`config.mk`:
```
export PLATFORM = sky130hd
export DESIGN_NAME = cfd_mul
export DESIGN_NICKNAME = d
export VERILOG_FILES = /design/src/rtl/cfd_pkg.sv /design/src/rtl/cfd_mul.sv
export SDC_FILE = /design/constraint.sdc
export NUM_CORES = 1
export LEC_CHECK = 0
export BUFFER_PORTS_ARGS = -buffer_cell sky130_fd_sc_hd__buf_4
export CAP_MARGIN = 20
export CORE_ASPECT_RATIO = 1.4
export CORE_UTILIZATION = 55
export CTS_CLUSTER_SIZE = 30
export DETAILED_ROUTE_END_ITERATION = 10
export PLACE_DENSITY_LB_ADDON = 0.3
export SYNTH_ARGS = -nofsm -noshare
export SYNTH_HDL_FRONTEND = slang
export SYNTH_SLANG_ARGS = --single-unit
```
`constraint.sdc`:
```
create_clock -name clk -period 17.4 [get_ports clk]
set_input_delay 1.74 -clock clk [delete_from_list [all_inputs] [get_ports clk]]
set_output_delay 1.74 -clock clk [all_outputs]
set_load 0.01 [all_outputs]
```
`src/rtl/cfd_pkg.sv`:
```
// Shared constants, types and table functions of the modulated delay line.
package cfd_pkg;

    localparam int DELAY_DEPTH  = 4096;
    localparam int NUM_CHANNELS = 2;
    localparam int SAMPLE_BITS  = 16;
    localparam int ADDR_W       = $clog2(DELAY_DEPTH);
    localparam int FILL_W       = ADDR_W + 1;
    localparam int MEM_DEPTH    = NUM_CHANNELS * DELAY_DEPTH;
    localparam int MEM_AW       = $clog2(MEM_DEPTH);

    localparam int PHASE_W = 19;
    localparam logic [PHASE_W-1:0] PHASE_WRAP = PHASE_W'(359 * 1024);

    localparam int MUL_A_W = 17;
    localparam int MUL_B_W = 13;
    localparam int PROD_W  = MUL_A_W + MUL_B_W;
    localparam int SUM_W   = 18;

    localparam int CFG_IDX_W  = 3;
    localparam int CFG_DATA_W = 16;
    localparam logic [CFG_IDX_W-1:0] CFG_LFO_STEP    = 3'd0;
    localparam logic [CFG_IDX_W-1:0] CFG_MOD_DEPTH   = 3'd1;
    localparam logic [CFG_IDX_W-1:0] CFG_FLANGE_MODE = 3'd2;
    localparam logic [CFG_IDX_W-1:0] CFG_WET_GAIN    = 3'd3;
    localparam logic [CFG_IDX_W-1:0] CFG_DRY_GAIN    = 3'd4;
    localparam logic [CFG_IDX_W-1:0] CFG_REGEN_GAIN  = 3'd5;

    typedef struct packed {
        logic                          rd_en;
        logic                          wr_en;
        logic                          ch;
        logic [ADDR_W-1:0]             dly;
        logic signed [SAMPLE_BITS-1:0] wr_data;
    } dl_req_t;

    localparam logic [10:0] QSINE [0:90] = '{
        11'd0,    11'd17,   11'd35,   11'd53,   11'd71,   11'd89,   11'd107,  11'd124,
        11'd142,  11'd160,  11'd177,  11'd195,  11'd212,  11'd230,  11'd247,  11'd265,
        11'd282,  11'd299,  11'd316,  11'd333,  11'd350,  11'd366,  11'd383,  11'd400,
        11'd416,  11'd432,  11'd448,  11'd464,  11'd480,  11'd496,  11'd512,  11'd527,
        11'd542,  11'd557,  11'd572,  11'd587,  11'd601,  11'd616,  11'd630,  11'd644,
        11'd658,  11'd671,  11'd685,  11'd698,  11'd711,  11'd724,  11'd736,  11'd748,
        11'd760,  11'd772,  11'd784,  11'd795,  11'd806,  11'd817,  11'd828,  11'd838,
        11'd848,  11'd858,  11'd868,  11'd877,  11'd886,  11'd895,  11'd904,  11'd912,
        11'd920,  11'd928,  11'd935,  11'd942,  11'd949,  11'd955,  11'd962,  11'd968,
        11'd973,  11'd979,  11'd984,  11'd989,  11'd993,  11'd997,  11'd1001, 11'd1005,
        11'd1008, 11'd1011, 11'd1014, 11'd1016, 11'd1018, 11'd1020, 11'd1021, 11'd1022,
        11'd1023, 11'd1023, 11'd1024
    };

    function automatic logic signed [11:0] sine_at(input logic [8:0] deg_raw);
        logic [8:0]  deg;
        logic [8:0]  q;
        logic        neg;
        logic [10:0] mag;
        deg = (deg_raw >= 9'd360) ? deg_raw - 9'd360 : deg_raw;
        neg = (deg >= 9'd180);
        q   = neg ? deg - 9'd180 : deg;
        if (q > 9'd90)
        begin
            q = 9'd180 - q;
        end
        mag = QSINE[q[6:0]];
        return neg ? -$signed({1'b0, mag}) : $signed({1'b0, mag});
    endfunction

    function automatic logic signed [SUM_W-1:0] div256(input logic signed [PROD_W-1:0] p);
        logic signed [PROD_W-1:0] biased;
        biased = p + (p[PROD_W-1] ? PROD_W'(255) : PROD_W'(0));
        return SUM_W'(biased >>> 8);
    endfunction

    function automatic logic signed [SAMPLE_BITS-1:0] sat16(input logic signed [SUM_W-1:0] v);
        logic signed [SUM_W-1:0] hi;
        logic signed [SUM_W-1:0] lo;
        hi = SUM_W'((1 << (SAMPLE_BITS - 1)) - 1);
        lo = -hi - SUM_W'(1);
        if (v > hi)
        begin
            return SAMPLE_BITS'(hi);
        end
        if (v < lo)
        begin
            return SAMPLE_BITS'(lo);
        end
        return SAMPLE_BITS'(v);
    endfunction

endpackage

```
`src/rtl/cfd_mul.sv`:
```
// Shared signed multiplier with a registered product.
module cfd_mul
    import cfd_pkg::*;
(
    input  logic                      clk,
    input  logic signed [MUL_A_W-1:0] op_a,
    input  logic signed [MUL_B_W-1:0] op_b,
    output logic signed [PROD_W-1:0]  prod
);

    logic signed [PROD_W-1:0] prod_reg;

    always_ff @(posedge clk)
    begin
        prod_reg <= PROD_W'(op_a) * PROD_W'(op_b);
    end

    assign prod = prod_reg;

endmodule

```
* Word-level counts from Yosys, hierarchy flattened
Index checks and enable logic that the tools add are counted.
Widths: inputs -> output; s select.
** Word-level totals
- Flip-flop bits (word level) :: 30
- Output and inout port bits :: 30
- Logic and storage cells :: 2
** Operators by class
- $mul :: 1
** Operators by type and width (number)
- $mul 17x13->30 :: 1

* Depth between registers and ports, before layout
- Depth after elaboration :: 1
- Mapped depth :: 22

* Worst setup path before layout
Ideal clock, no wire load.
- Path kind :: input-to-reg
- From :: input op_a[16]
- To :: register prod_reg[29], in the netlist prod[29]
- Library setup time :: 0.134 ns
- Arrival :: 7.026 ns
- Data required time :: 17.266 ns
- Path slack :: 10.240 ns
- Stages :: 18
- Path buffers :: 1
- Path through :: clkbuf_1 -> nand2_1 -> fa_1 -> inv_1 -> fa_1 -> inv_1 -> fa_1 -> fa_1 -> fa_1 -> inv_1 -> ha_1 -> ha_1 -> a21o_1 -> a21o_1 -> a2111o_1 -> o22ai_2 -> nor3_1 -> or4_1
** Between the ends
- Word-level cells in the longest chain between the ends :: 1
** RTL lines
- start, declared :: RTL line cfd_mul.sv:6 : input logic signed [MUL_A_W-1:0] op_a,
- $mul 17x13->30 :: RTL line cfd_mul.sv:15 : prod_reg <= PROD_W'(op_a) * PROD_W'(op_b);
- end signal, assigned :: RTL line cfd_mul.sv:15
- end, declared :: RTL line cfd_mul.sv:11 : logic signed [PROD_W-1:0] prod_reg;
No other way between the ends.

* Worst setup path after layout
- From :: input op_b[2]
- To :: register prod_reg[29], in the netlist prod[29]
** Between the ends
- Word-level cells in the longest chain between the ends :: 1
** RTL lines
- start, declared :: RTL line cfd_mul.sv:7 : input logic signed [MUL_B_W-1:0] op_b,
- $mul 17x13->30 :: RTL line cfd_mul.sv:15
No other way between the ends.

==> impl_results.md <==
* CP startpoint kind: input port
* Number of I/O pins at 61
* Ys async rst share at 0%
* Fin. max-slew vios at 0
* Initial Utilization at 56.7%
* Layout cells sized above 1 at 7.89%
* CTS root buf: clkbuf_16
* Largest net degree at the start of global routing at 18
* # DRC at 0
* Post-CTS sizing at 0
* Worst Path Arrival at 7.40 ns
* CP Cell Sequence: buf_4 > and2_1 > inv_1 > fa_1 > inv_1 > fa_1 > inv_1 > fa_1 > fa_1 > inv_1 > fa_1 > ha_1 > ha_1 > a21oi_1 > nand2b_1 > nor4_2 > a21oi_1 > o22ai_2 > nor3_1 > or4_1
* Initial antenna violation count at 0
* FF+latch count, synth at 30
* Top delay family on crit path: adder cells
* DR iter-0 viols at 217
* Dpl hpwl at 16,200 µm
* Grt ovf at 0
* Vias in the first global route at 6,588
* # Post-CTS Setup Buffers at 0
* Fin. Hold Viols at 0
* Hold path depth at 2
* Tot GR Track Use at 26.1%
* # diodes at 0
* Buf/Inv on CP at 5
* Final Routed Wirelength at 19,400 µm
* CTS Buf Count at 5
* Maximum net fanout on the critical path at 17
* Number of flip-flops in the largest register at 30
* HP Start: op_a[0]
* First-pass GRT wire length at 31,600 µm
* DR pass1 iterations at 4
* GPL Wtd Cong at 0.858
* Core area at 15,100 µm²
* Post-route ant nets at 0
* Die X at 108 µm
* Run status: finished, final reports clean
* Unrepaired setup endpoints after global routing: no
* Area growth syn-to-layout at 8.24%
* Die height at 150 µm
* Final core utilization at 61.4%
* Placement Setup Slack at 9.86 ns
* CTS tree: done
* H-tree depth at 2
* Max Root-Sink Buffers at 2
* Syn. warnings at 0
* Distinct cells, synth at 40
* Port Buf Inserts at 60
* CTS clock-pin slew for the worst setup and hold paths at 0.05 ns
* Area of the die at 16,100 µm²
* Gate Count Post-Synth at 919
* Final setup TNS at 0 ns
* Maxcap violations at 0
* Worst slew pin tran at 0.460 ns
* Via Count at 6,167
* Std-Cell Rows at 53
* Most frequent CP cell: fa_1
* Post-route clock period utilization at 41.6%
* Tightest Hold Check Type: in -> reg
* CP Capture Type: register
* Post-synth EDFFs at 0
* Slowest stage cell on the critical path: fa_1
* Final Critical Period at 7.24 ns
* Hold Path End: prod[0]
* Post-synthesis cell area at 8580 µm²
* Drt wl/cell at 17.0 µm
* Worst Path Required at 17.56 ns
* Final setup margin at 10.16 ns
* Worst setup path category: in -> reg
* Number of vias per cell at 5.40
* Post-Syn Area per Cell at 9.34 µm²
* Fillcell total at 1,288
* CP max stage delay at 0.69 ns
* CTS sink cnt at 30
* Rel. slew slack at 69.3%
* Final setup viols at 0
* Most common flop cell mapped by yosys: dfxtp_1
* Final nets at 1,262
* Top achievable clock speed at 0.138 GHz
* Hold buffer count at cts at 0
* Syn_nets at 1,231
* Sequential share of the synthesized area at 7.00%
[layout by cell type, fill, tap and decap left out, drive strengths merged, types with 3 or more instances in the layout]
cell type and instances:
inv 213, fa 206, nand2 123, and2 92, ha 75, buf 60, dfxtp 30, nor2 26
xnor2 22, a21oi 15, o21ai 13, nand2b 9, xor2 8, o21a 7, a21o 7, clkbuf 6
nand3 5, nor3 5, a211oi 3, nor2b 3, a31oi 3
[how the worst max path moves through the flow]
stage	cells past startpoint	slack (ns)	from	end
2_1_floorplan	18	10.24	op_a[16]	prod[29]
3_3_place_gp	19	9.98	op_b[2]	prod[29]
3_5_place_dp	20	9.86	op_b[2]	prod[29]
4_1_cts	20	10.13	op_b[2]	prod[29]
5_1_grt	20	9.83	op_b[2]	prod[29]
6_report	20	10.16	op_b[2]	prod[29]
[cell usage after synthesis, drive strengths merged, types with 7 or more instances]
library cell	number	area share (%)
clkbuf	35	1.5
a21o	7	0.61
nand2b	9	0.66
fa	206	48
and2	92	6.7
dfxtp	30	7.0
nor2	26	1.1
o21ai	13	0.80
xor2	8	0.82
xnor2	22	2.4
inv	213	9.3
nand2	123	5.4
a21oi	15	0.92
o21a	7	0.61
ha	75	11
[final cells by class]
cell class	instances	area, µm²	share of cell area (%)
timing repair buffer	60	450	4.85
sequential	30	601	6.47
clock inverter	2	12.5	0.135
multi-input combinational	640	7040	75.9
inverter	213	800	8.61
clock buffer	6	139	1.50
tap	192	240	2.59
[kinds of logic (layout without fill, tap and decap cells)]
group	Yosys count	after routing	synth area share [%]
xor+xnor	30	30	3.24
fa+ha+maj	281	281	59.0
flops	30	30	7.00
simple gates	270	270	15.3
compound gates	59	59	4.54
buf+inv	249	281	10.9
[per-stage QoR]
stage          hold slack, ns  instance area, µm²  instances
2_1_floorplan            1.87                8580        919
3_3_place_gp             2.07                9140       1135
3_5_place_dp             2.07                9140       1135
4_1_cts                  1.78                9290       1143
5_1_grt                  1.80                9290       1143
6_report                 1.78                9290       1143
[layer usage]
layer / wire length, µm / vias up / track usage (%)
met5: 0 / - / 0
met4: 1450 / 0 / 17.9
met3: 651 / 78 / 2.92
met2: 11000 / 181 / 48.5
met1: 6290 / 3155 / 27.2
li1: - / 2753 / -
Power is not shown: default switching activity piles up to over one toggle a cycle in this logic, so the estimate is an artifact.
